### src/design/itaf_pkg.sv
package itaf_pkg;

   // Field widths of the transfers
   localparam int VALUE_IN_BITS = 64;
   localparam int WIDTH_BITS    = 6;
   localparam int BASE_BITS     = 2;
   localparam int CHAR_BITS     = 8;
   localparam int REQ_DATA_BITS = ((VALUE_IN_BITS + WIDTH_BITS + 7) / 8) * 8;
   localparam int REQ_USER_BITS = BASE_BITS + 1;

   // Number format
   localparam int VALUE_BITS = 64;
   localparam int MAX_WIDTH  = 63;

   // Digit slots needed for a VALUE_BITS-bit magnitude in each radix
   localparam int OCT_DIGITS = (VALUE_BITS + 2) / 3;
   localparam int DEC_DIGITS = (VALUE_BITS * 30103) / 100000 + 1;
   localparam int HEX_DIGITS = (VALUE_BITS + 3) / 4;
   localparam int MAX_DIGITS = OCT_DIGITS;
   localparam int ACC_BITS   = 4 * DEC_DIGITS;
   localparam int OCT_TOP    = 3 * OCT_DIGITS - 1;
   localparam int HEX_TOP    = 4 * HEX_DIGITS - 1;

   localparam int POS_BITS = $clog2(MAX_DIGITS + 1);
   localparam int CNT_BITS = $clog2(VALUE_BITS);
   localparam int CMP_BITS = (WIDTH_BITS > POS_BITS) ? WIDTH_BITS : POS_BITS;

   // Radix codes
   localparam logic [BASE_BITS-1:0] BASE_OCT = 2'd0;
   localparam logic [BASE_BITS-1:0] BASE_DEC = 2'd1;
   localparam logic [BASE_BITS-1:0] BASE_HEX = 2'd2;

   localparam logic [CHAR_BITS-1:0] CHAR_ZERO  = 8'h30;
   localparam logic [CHAR_BITS-1:0] CHAR_MINUS = 8'h2D;

   localparam logic [CHAR_BITS-1:0] DIGIT_SET [16] = '{
      8'h30, 8'h31, 8'h32, 8'h33, 8'h34, 8'h35, 8'h36, 8'h37,
      8'h38, 8'h39, 8'h41, 8'h42, 8'h43, 8'h44, 8'h45, 8'h46
   };

   // Commands from the sequencer to the digit unit
   typedef struct packed {
      logic                 load;
      logic                 negate;
      logic                 step;
      logic                 shift;
      logic [BASE_BITS-1:0] base;
   } conv_cmd_type;

   function automatic logic [CHAR_BITS-1:0] digit_char(input logic [3:0] digit);
      return DIGIT_SET[digit];
   endfunction

endpackage

### src/design/itaf_conv.sv
// Digit unit: magnitude shift register feeding a digit accumulator one bit
// per cycle (shift-add-3 for decimal, plain shift for octal and hex), then
// shifting whole digits out of the top window.
module itaf_conv (
   input  logic                                 clock,
   input  itaf_pkg::conv_cmd_type               cmd,
   input  logic [itaf_pkg::VALUE_IN_BITS-1:0]   load_value,
   output logic [3:0]                           top_digit
);

   logic [itaf_pkg::VALUE_BITS-1:0] mag_ff;
   logic [itaf_pkg::VALUE_BITS-1:0] mag_in;
   logic [itaf_pkg::ACC_BITS-1:0]   acc_ff;
   logic [itaf_pkg::ACC_BITS-1:0]   acc_in;
   logic [itaf_pkg::ACC_BITS-1:0]   acc_fix;
   logic [itaf_pkg::VALUE_BITS-1:0] raw;

   always_comb begin
      raw     = load_value[itaf_pkg::VALUE_BITS-1:0];
      mag_in  = mag_ff;
      acc_in  = acc_ff;
      acc_fix = acc_ff;
      if (cmd.load) begin
         mag_in = cmd.negate ? (~raw + 1'b1) : raw;
         acc_in = '0;
      end else if (cmd.step) begin
         // Correct each BCD digit before the doubling shift
         if (cmd.base == itaf_pkg::BASE_DEC) begin
            for (int d = 0; d < itaf_pkg::DEC_DIGITS; d++) begin
               if (acc_ff[4*d +: 4] >= 4'd5) begin
                  acc_fix[4*d +: 4] = acc_ff[4*d +: 4] + 4'd3;
               end
            end
         end
         acc_in = {acc_fix[itaf_pkg::ACC_BITS-2:0], mag_ff[itaf_pkg::VALUE_BITS-1]};
         mag_in = {mag_ff[itaf_pkg::VALUE_BITS-2:0], 1'b0};
      end else if (cmd.shift) begin
         acc_in = (cmd.base == itaf_pkg::BASE_OCT) ? (acc_ff << 3) : (acc_ff << 4);
      end
   end

   always_comb begin
      case (cmd.base)
         itaf_pkg::BASE_OCT: top_digit = {1'b0, acc_ff[itaf_pkg::OCT_TOP -: 3]};
         itaf_pkg::BASE_DEC: top_digit = acc_ff[itaf_pkg::ACC_BITS-1 -: 4];
         default:            top_digit = acc_ff[itaf_pkg::HEX_TOP -: 4];
      endcase
   end

   always_ff @(posedge clock) begin
      mag_ff <= mag_in;
      acc_ff <= acc_in;
   end

endmodule

### src/design/integer_to_ascii_formatter.sv
// Integer to ASCII formatter. Each request transfer carries one number; the
// block answers with its characters, most significant first, uppercase
// digits, an optional leading '-', zero padding up to min_width digits (the
// sign not counted, width limited to 63), and rsp_tlast on the final
// character. One number at a time: after the request transfer the magnitude
// is shifted into the digit accumulator one bit per cycle, with shift-add-3
// correction in decimal, then leading zero digits are dropped one per cycle,
// then the characters leave the output register one per cycle while the
// receiver accepts them. A finished character waits in the output register
// while the next one is prepared.
module integer_to_ascii_formatter (
   input  logic                                 clock,
   input  logic                                 reset,
   input  logic                                 req_tvalid,
   output logic                                 req_tready,
   // value [63:0], min_width [69:64], zero fill above
   input  logic [itaf_pkg::REQ_DATA_BITS-1:0]   req_tdata,
   // base_code [1:0], is_signed [2]
   input  logic [itaf_pkg::REQ_USER_BITS-1:0]   req_tuser,
   output logic                                 rsp_tvalid,
   input  logic                                 rsp_tready,
   // out_char [7:0]
   output logic [itaf_pkg::CHAR_BITS-1:0]       rsp_tdata,
   output logic                                 rsp_tlast
);

   typedef enum logic [2:0] {
      ST_IDLE,
      ST_CONV,
      ST_TRIM,
      ST_SIGN,
      ST_PAD,
      ST_DIGIT
   } state_type;

   state_type                          state_ff, state_in;
   logic                               neg_ff, neg_in;
   logic [itaf_pkg::BASE_BITS-1:0]     base_ff, base_in;
   logic [itaf_pkg::WIDTH_BITS-1:0]    width_ff, width_in;
   logic [itaf_pkg::WIDTH_BITS-1:0]    pad_ff, pad_in;
   logic [itaf_pkg::POS_BITS-1:0]      pos_ff, pos_in;
   logic [itaf_pkg::CNT_BITS-1:0]      bit_cnt_ff, bit_cnt_in;
   logic                               rsp_valid_ff, rsp_valid_in;
   logic [itaf_pkg::CHAR_BITS-1:0]     rsp_char_ff, rsp_char_in;
   logic                               rsp_last_ff, rsp_last_in;

   itaf_pkg::conv_cmd_type             cmd;
   logic [3:0]                         top_digit;
   logic                               out_free;
   logic [itaf_pkg::VALUE_IN_BITS-1:0] req_value;
   logic [itaf_pkg::WIDTH_BITS-1:0]    req_width;
   logic [itaf_pkg::BASE_BITS-1:0]     req_base;
   logic                               req_signed;
   logic [itaf_pkg::POS_BITS-1:0]      slots;
   logic [itaf_pkg::WIDTH_BITS-1:0]    pad_calc;

   assign req_value  = req_tdata[itaf_pkg::VALUE_IN_BITS-1:0];
   assign req_width  = req_tdata[itaf_pkg::VALUE_IN_BITS +: itaf_pkg::WIDTH_BITS];
   assign req_base   = req_tuser[itaf_pkg::BASE_BITS-1:0];
   assign req_signed = req_tuser[itaf_pkg::BASE_BITS];

   assign req_tready = (state_ff == ST_IDLE);
   assign rsp_tvalid = rsp_valid_ff;
   assign rsp_tdata  = rsp_char_ff;
   assign rsp_tlast  = rsp_last_ff;

   // Output register can take a new character when empty or being drained
   assign out_free = !rsp_valid_ff || rsp_tready;

   // Digit slots the accumulator holds for the current radix
   always_comb begin
      case (base_ff)
         itaf_pkg::BASE_OCT: slots = itaf_pkg::POS_BITS'(itaf_pkg::OCT_DIGITS);
         itaf_pkg::BASE_DEC: slots = itaf_pkg::POS_BITS'(itaf_pkg::DEC_DIGITS);
         default:            slots = itaf_pkg::POS_BITS'(itaf_pkg::HEX_DIGITS);
      endcase
   end

   // Zeros owed in front of the significant digits
   assign pad_calc = (itaf_pkg::CMP_BITS'(width_ff) > itaf_pkg::CMP_BITS'(pos_ff)) ?
                     itaf_pkg::WIDTH_BITS'(itaf_pkg::CMP_BITS'(width_ff) -
                                           itaf_pkg::CMP_BITS'(pos_ff)) : '0;

   always_comb begin
      state_in     = state_ff;
      neg_in       = neg_ff;
      base_in      = base_ff;
      width_in     = width_ff;
      pad_in       = pad_ff;
      pos_in       = pos_ff;
      bit_cnt_in   = bit_cnt_ff;
      rsp_valid_in = rsp_valid_ff;
      rsp_char_in  = rsp_char_ff;
      rsp_last_in  = rsp_last_ff;
      cmd          = '0;
      cmd.base     = base_ff;

      // Drop the character once its transfer completes
      if (rsp_valid_ff && rsp_tready) begin
         rsp_valid_in = 1'b0;
      end

      case (state_ff)
         ST_IDLE: begin
            if (req_tvalid) begin
               cmd.load   = 1'b1;
               cmd.negate = req_signed && req_value[itaf_pkg::VALUE_BITS-1];
               neg_in     = cmd.negate;
               // Unused radix code falls back to hex
               base_in    = (req_base == itaf_pkg::BASE_OCT ||
                             req_base == itaf_pkg::BASE_DEC) ? req_base : itaf_pkg::BASE_HEX;
               width_in   = (req_width > itaf_pkg::WIDTH_BITS'(itaf_pkg::MAX_WIDTH)) ?
                            itaf_pkg::WIDTH_BITS'(itaf_pkg::MAX_WIDTH) : req_width;
               bit_cnt_in = itaf_pkg::CNT_BITS'(itaf_pkg::VALUE_BITS - 1);
               state_in   = ST_CONV;
            end
         end

         ST_CONV: begin
            cmd.step = 1'b1;
            if (bit_cnt_ff == '0) begin
               pos_in   = slots;
               state_in = ST_TRIM;
            end else begin
               bit_cnt_in = bit_cnt_ff - 1'b1;
            end
         end

         ST_TRIM: begin
            // Strip leading zero digits, keeping at least one
            if (top_digit == 4'd0 && pos_ff > itaf_pkg::POS_BITS'(1)) begin
               cmd.shift = 1'b1;
               pos_in    = pos_ff - 1'b1;
            end else begin
               pad_in = pad_calc;
               if (neg_ff) begin
                  state_in = ST_SIGN;
               end else if (pad_calc != '0) begin
                  state_in = ST_PAD;
               end else begin
                  state_in = ST_DIGIT;
               end
            end
         end

         ST_SIGN: begin
            if (out_free) begin
               rsp_valid_in = 1'b1;
               rsp_char_in  = itaf_pkg::CHAR_MINUS;
               rsp_last_in  = 1'b0;
               state_in     = (pad_ff != '0) ? ST_PAD : ST_DIGIT;
            end
         end

         ST_PAD: begin
            if (out_free) begin
               rsp_valid_in = 1'b1;
               rsp_char_in  = itaf_pkg::CHAR_ZERO;
               rsp_last_in  = 1'b0;
               pad_in       = pad_ff - 1'b1;
               if (pad_ff == itaf_pkg::WIDTH_BITS'(1)) begin
                  state_in = ST_DIGIT;
               end
            end
         end

         ST_DIGIT: begin
            if (out_free) begin
               rsp_valid_in = 1'b1;
               rsp_char_in  = itaf_pkg::digit_char(top_digit);
               rsp_last_in  = (pos_ff == itaf_pkg::POS_BITS'(1));
               cmd.shift    = 1'b1;
               pos_in       = pos_ff - 1'b1;
               if (pos_ff == itaf_pkg::POS_BITS'(1)) begin
                  state_in = ST_IDLE;
               end
            end
         end

         default: begin
            state_in = ST_IDLE;
         end
      endcase
   end

   always_ff @(posedge clock) begin
      if (reset) begin
         state_ff     <= ST_IDLE;
         rsp_valid_ff <= 1'b0;
      end else begin
         state_ff     <= state_in;
         rsp_valid_ff <= rsp_valid_in;
      end
      neg_ff      <= neg_in;
      base_ff     <= base_in;
      width_ff    <= width_in;
      pad_ff      <= pad_in;
      pos_ff      <= pos_in;
      bit_cnt_ff  <= bit_cnt_in;
      rsp_char_ff <= rsp_char_in;
      rsp_last_ff <= rsp_last_in;
   end

   itaf_conv u_conv (
      .clock      (clock),
      .cmd        (cmd),
      .load_value (req_value),
      .top_digit  (top_digit)
   );

endmodule

### config.mk
export PLATFORM = sky130hd
export DESIGN_NAME = integer_to_ascii_formatter
export DESIGN_NICKNAME = d
export VERILOG_FILES = /design/src/design/itaf_pkg.sv /design/src/design/itaf_conv.sv /design/src/design/integer_to_ascii_formatter.sv
export SDC_FILE = /design/constraint.sdc
export NUM_CORES = 1
export LEC_CHECK = 0
export BUFFER_PORTS_ARGS = -buffer_cell sky130_fd_sc_hd__buf_2
export CAP_MARGIN = 20
export CORE_AREA = 2 2 154 156
export DETAILED_ROUTE_END_ITERATION = 16
export DIE_AREA = 0 0 156 158
export GPL_ROUTABILITY_DRIVEN = 1
export PLACE_DENSITY = 0.77
export SLEW_MARGIN = 25
export SYNTH_ARGS = -nofsm -noshare
export SYNTH_HDL_FRONTEND = slang
export SYNTH_SLANG_ARGS = --single-unit
export TNS_END_PERCENT = 50
### constraint.sdc
create_clock -name clock -period 3 [get_ports clock]
set_input_delay 0.3 -clock clock [delete_from_list [all_inputs] [get_ports clock]]
set_output_delay 0.3 -clock clock [all_outputs]
set_load 0.01 [all_outputs]
# After elaboration in Yosys (flattened, before gate mapping)
# Memories as Yosys holds them, arrays and structs flattened.
# Cells that the tools add are included.
# Widths: inputs -> output; s select.
[totals]
reg_bits = 183
romBits = 128
in_bits = 79
out_inout_bits = 11
elab_cells = 183
n_memories = 1
[classes]
addsub = 25
n_lt_le_gt_ge = 24
n_eq_ne = 20
mux = 70
n_bitwise = 2
reduce_logical = 29
[memory_table]
columns = ["memory", "depth", "word_bits", "read_ports", "rd_clocked_by_memory_dff", "wr", "line", "rtl"]
rows = [
  ["(name not given)", 16, 8, 1, 0, 0, "itaf_pkg.sv:51", "return DIGIT_SET[digit];"],
]
[ops]
columns = ["cell", "n"]
rows = [
  ["$mux 80", 3],
  ["$mux 64", 3],
  ["$ge 4x3->1 const B", 20],
  ["$mux 79", 1],
  ["$add 4x2->4 const B", 19],
  ["$mux 4", 19],
  ["$add 64x1->64 const B", 1],
  ["$not 64->64", 1],
  ["$mux 8", 5],
  ["$mux 3", 10],
  ["$mux 6", 5],
  ["$pmux 6 s2", 2],
  ["$pmux 8 s3", 1],
  ["$ne 2x2->1 const B", 10],
  ["$pmux 3 s6", 1],
  ["$mux 5", 3],
  ["$pmux 5 s3", 1],
  ["$reduce_bool 6->1", 2],
  ["$sub 6x1->6 const B", 2],
  ["$mux 1", 10],
  ["$reduce_bool 2->1", 5],
  ["$reduce_and 3->1", 3],
  ["$pmux 4 s2", 1],
  ["$reduce_and 4->1", 2],
  ["30 further kinds", 40],
]

# Logic depth before layout (Yosys ltp)
[depth]
depth_word = 8
depth_mapped = 14
ltp_nobuf = 10

# Hierarchy
# Synthesis repeated with hierarchy kept, for this count alone.
[unflattened]
hier_cells = 1645
area_unflattened_um2 = 13668.1
[by_module_without_submodules]
columns = ["module", "instances", "cells_per_inst", "area_each_um2", "seq_area_each_um2"]
rows = [
  ["itaf_conv", 1, 1401, 11319.6, 3523.4],
  ["integer_to_ascii_formatter", 1, 244, 2348.5, 1101.1],
]

# Worst setup path after synthesis
# No wires, ideal clock.
[synth_timing]
path_type = "reg-to-reg"
start = "reg state_ff[0]"
end = "reg u_conv.mag_ff[0] in the netlist's numbering, enable pin"
setup_time_ns = 0.424
arrival_time_ns = 2.690
required_ns = 2.576
path_slack_ns = -0.113
path_stages_with_launch = 6
n_path_buf = 2
synth_period_minus_slack_ns = 3.113
cell_sequence = "dfxtp_1 -> clkbuf_1 -> nor3_1 -> nand2_1 -> clkbuf_1 -> nand2_1"
[synth_via]
elab_chain_len = 3
word_cells_on_any_way = 5
cone_classes = "eq/ne (1); mux (2); reduce/logical (2)"
[synth_rtl]
columns = ["item", "line", "rtl"]
rows = [
  ["start: declaration", "integer_to_ascii_formatter.sv:36", "state_type state_ff, state_in;"],
  ["start signal: assignment", "integer_to_ascii_formatter.sv:191", "state_ff <= state_in;"],
  ["$logic_not 3->1", "--", ""],
  ["via req_tready", "integer_to_ascii_formatter.sv:15", "output logic req_tready,"],
  ["$mux 2", "integer_to_ascii_formatter.sv:103", "case (state_ff)"],
  ["$reduce_bool 2->1 (no line)", "--", ""],
  ["end signal: assignment", "itaf_conv.sv:51", "mag_ff <= mag_in;"],
  ["end: declaration", "itaf_conv.sv:11", "logic [itaf_pkg::VALUE_BITS-1:0] mag_ff;"],
]
# The timed path passes the listed nets, and every way through them passes these cells.
# A chain may end at the register's enable or synchronous reset.

# Worst setup path in the final report
[layout_timing]
start = "reg base_ff[0] in the netlist's numbering"
end = "reg u_conv.acc_ff[28] in the netlist's numbering"
[layout_via]
elab_chain_len = 7
word_cells_on_any_way = 12
cone_classes = "eq/ne (1); mux (7); reduce/logical (4)"
[layout_rtl]
columns = ["item", "line", "rtl"]
rows = [
  ["start: declaration", "integer_to_ascii_formatter.sv:38", "logic [itaf_pkg::BASE_BITS-1:0] base_ff, base_in;"],
  ["start signal: assignment", "integer_to_ascii_formatter.sv:195", "base_ff <= base_in;"],
  ["$eq 2x1->1 / $logic_not 2->1 (equally long branches)", "itaf_conv.sv:28, itaf_conv.sv:43, itaf_conv.sv:38", ""],
  ["$pmux 4 s2", "itaf_conv.sv:43", "case (cmd.base)"],
  ["$logic_not 4->1", "integer_to_ascii_formatter.sv:131", "if (top_digit == 4'd0 && pos_ff > itaf_pkg::POS_BITS'(1)) begin"],
  ["$logic_and 1x1->1", "integer_to_ascii_formatter.sv:131", ""],
  ["$mux 1", "integer_to_ascii_formatter.sv:131", ""],
  ["$pmux 1 s2", "integer_to_ascii_formatter.sv:103", ""],
  ["$reduce_bool 2->1 (no line)", "--", ""],
  ["end signal: assignment", "itaf_conv.sv:52", "acc_ff <= acc_in;"],
  ["end: declaration", "itaf_conv.sv:13", "logic [itaf_pkg::ACC_BITS-1:0] acc_ff;"],
]
# Parallel ways exist; a longest one is shown, timed or not. The select of a mux whose other input is x is not followed.

==> results.md <==
- Asr flop ratio synth: 0
- Number of I/O pins: 90
- Setup WS post-layout: 0.2623 ns
- Req. time, crit path: 3.31 ns
- Full die area: 24650 um2
- Compound-gate portion of the synthesized area: 0.2354
- Tightest Hold Check Type: in2reg
- Worst-Margin Slew: 0.5428 ns
- Largest family of logic cells by synthesized area: compound AO/OA/AOI/OAI gates
- Initial Util: 0.5483
- Max Root-Sink Buffers: 2
- Cts hold-fix bufs: 0
- Largest stage delay on the critical path: 0.44 ns
- Setup crit start kind: flop
- H-tree depth: 4
- Port Buffers: 86
- CP cell instances: buf_4, mux2i_1, o21ai_1, inv_1, ha_1, inv_1, a211oi_1, buf_4, a31oi_4, buf_4, a211oi_1, a21oi_1, nor2_1
- Core Area: approximately 23000 um2
- Crit path time final: 2.738 ns
- First-pass GRT wire length: 49440 um
- Remaining DRCs: 0
- Hold_ws: 0.03847 ns
- Root Driver: clkbuf_16
- Die Height: 158 um
- Via count: 11280
- DRT iter0 DRCs: 845
- Synth area leader: edfxtp_1
- Ys Warns: 0
- Crit path kind: reg2reg
- Clk pwr share: 0.172
- Final Cycle Share: 0.9126
- Vias in the first global route: 10670
- Clock transition at path regs: 0.07 ns
- Post-detail-place hpwl: 19090 um
- Final setup viols: 0
- Post-synth EDFFs: 98
- Internal: 7.971 mW
- Vias per inst: 6.036
- Core Rows: 56
- Final Cell Area: about 14000 um2
- Synth cell count leaders: nand2_1 (151), nor2_1 (150), o21ai_0 (139)
- Clock sink count: 182
- Final hold violation count: 0
- DRT Wirelength: 29120 um
- Max Slew Vio Count: 0
- Syn Area/Cell: 8.240 um2
- Most instantiated library cell after synthesis: nand2_1
- Syn Inst Count: 1534
- Pre-antenna DRT Iters: 5
- Fraction of layout cells with a size suffix above 1: 0.1273
- Gpl congestion: between 0.9 and 1
- Sequential Power Share: 0.346
- DR WL/cell: 15.58 um
- Initial antenna violation count: 0
- Post-Synth Simple-Gate Area: 0.1925
- Die X: 156 um
- Synth unique cells: 63
- Cell mode on critical path: buf_4
- Sequential share of the synthesized area: 0.3659
- Area contributors post-synth: edfxtp_1 (23%), dfxtp_1 (13%), o21ai_0 (5.5%)
- Sw frac: 0.4279
- CP max FO: 18
- Grt ovf: 0
- Crit-path slowest cell: edfxtp_1
- MaxCap Viol Count: 0
- Mapped cell area: between 10000 and 15000 um2
- Leakage: slightly below 5 nW
- Fmax: 365.3 MHz
- Share of the synthesized area in the top cell type: 0.2328
- CTS tree: yes
- Post-Synth Adder-Cell Area: 0.05504
- Worst Path Arrival: around 3.1 ns
- Combinational power share: 0.482
- Relative slew slack: 0.6373
- Most used DFF post-synth: edfxtp_1
- Max IR drop VDD: 0.5562 mV
- Global Route Usage Sum: 0.2406
- Antenna fix cells: 0
- Switching power: 5.962 mW
- Multiplexer share of the synthesized area: 0.03247
- Crit end category: flop
- Post-Synth XOR/XNOR Area: 0.06514
- Clock skew: between 0.01 and 0.015 ns
- DP Area: ~13000 um2
- Final net count: 1700
- FF+latch count, synth: 182
- Status: complete, no violations
- Pre-CTS setup slack: 0.2512 ns
- Routed Antenna Nets: 0
- PnR Total Power: ~14 mW
- Largest net degree at the start of global routing: 126
- PwrDens: 989.3 nW/um2
- Num CTS Buffers: 17
- Area growth syn-to-layout: 11.43%
- Clock latency on the worst-skew pair: ~0.43 ns
- Mapped Nets: 1668
==> power groups by stage <==
| stage | logic (mW) | registers, mW | clock network [mW] |
|---|---|---|---|
| after floorplan | 5.09 | 4.58 | 0 |
| after global placement | 6.37 | 4.79 | 0 |
| after detailed placement | 6.61 | 4.83 | 0 |
| after CTS | 6.68 | 4.79 | 2.45 |
| after global routing | 7.62 | 4.95 | 2.53 |
| final | 6.72 | 4.82 | 2.40 |
==> sequential cells by signal, summed over array words and instances (netlist names) <==
signal         count
pos_ff             5
pad_ff             6
neg_ff             1
state_ff           3
width_ff           6
bit_cnt_ff         6
u_conv.mag_ff     64
base_ff            2
rsp_tvalid         1
rsp_tlast          1
rsp_tdata          7
u_conv.acc_ff     80
==> layer usage <==
layer  track usage  vias up  part of all wire
met4       0.07645        0             0.015
li1              -     5593                 -
met3       0.03477       45             0.041
met5             0        -                 0
met2        0.4263      275              0.50
met1        0.3035     5369              0.45
==> cells in the final DEF, fill, tap and decap left out, drive strengths merged, types with 60 or more instances in the layout <==
| master | Yosys | routed |
|---|---|---|
| buf | 16 | 126 |
| nand2 | 151 | 151 |
| dfxtp | 84 | 84 |
| xnor2 | 69 | 69 |
| edfxtp | 98 | 98 |
| nor2 | 150 | 150 |
| o21ai | 165 | 165 |
| inv | 62 | 68 |
| a21oi | 133 | 133 |
| a211oi | 60 | 60 |
==> final cells by class <==
cell class	instances	area (um2)
Inverter	63	237.7
Multi-Input combinational cell	1176	7385
Tap cell	290	362.8
Sequential cell	182	4624
Timing Repair Buffer	126	855.8
Clock inverter	15	193.9
Fill cell	1961	8967
Clock buffer	17	425.4
==> stage by stage <==
| stage | util | cells | TNS [ns] |
|---|---|---|---|
| 6_report | 0.6110 | 1869 | 0 |
| 5_1_grt | 0.6110 | 1869 | -0.005034 |
| 4_1_cts | 0.6100 | 1866 | 0 |
| 3_5_place_dp | 0.5832 | 1834 | 0 |
| 3_3_place_gp | 0.5832 | 1834 | 0 |
| 2_1_floorplan | - | 1534 | 0 |
==> critical path: cells and delay by family (launching register included) <==
kind | cells | cell delay (ns)
adders and majority gates | 1 | 0.18
buffers and inverters | 5 | 0.85
AOI/OAI and AO/OA | 5 | 0.98
muxes | 1 | 0.12
DFF | 1 | 0.44
and+or+nand+nor | 1 | 0.06
==> path summary, 6_finish.rpt <==
kind,endpoint,slack [ns],from,depth (start not counted)
worst max-delay path,u_conv.acc_ff[28],0.26,base_ff[0],13
worst min register to register,u_conv.acc_ff[13],0.46,u_conv.acc_ff[13],2
worst min-delay path,width_ff[4],0.04,req_tdata[68],1
worst max register to register,u_conv.acc_ff[28],0.26,base_ff[0],13
==> kinds of logic (layout without fill, tap and decap cells) <==
group | count (synthesis) | in the layout
other | 1 | 1
adders and majority gates | 55 | 55
buffers and inverters | 176 | 221
xor gates and xnor gates | 94 | 94
and+or+nand+nor | 499 | 499
DFF | 182 | 182
muxes | 41 | 41
AOI/OAI and AO/OA | 486 | 486
==> timing repair <==
| item | 4_1_cts | 5_1_grt |
|---|---|---|
| setup endpoints to repair | 0 | 20 |
| setup buffers | 0 | 3 |
| resized for setup | 0 | 1 |
(Power assumes the default switching activity.)
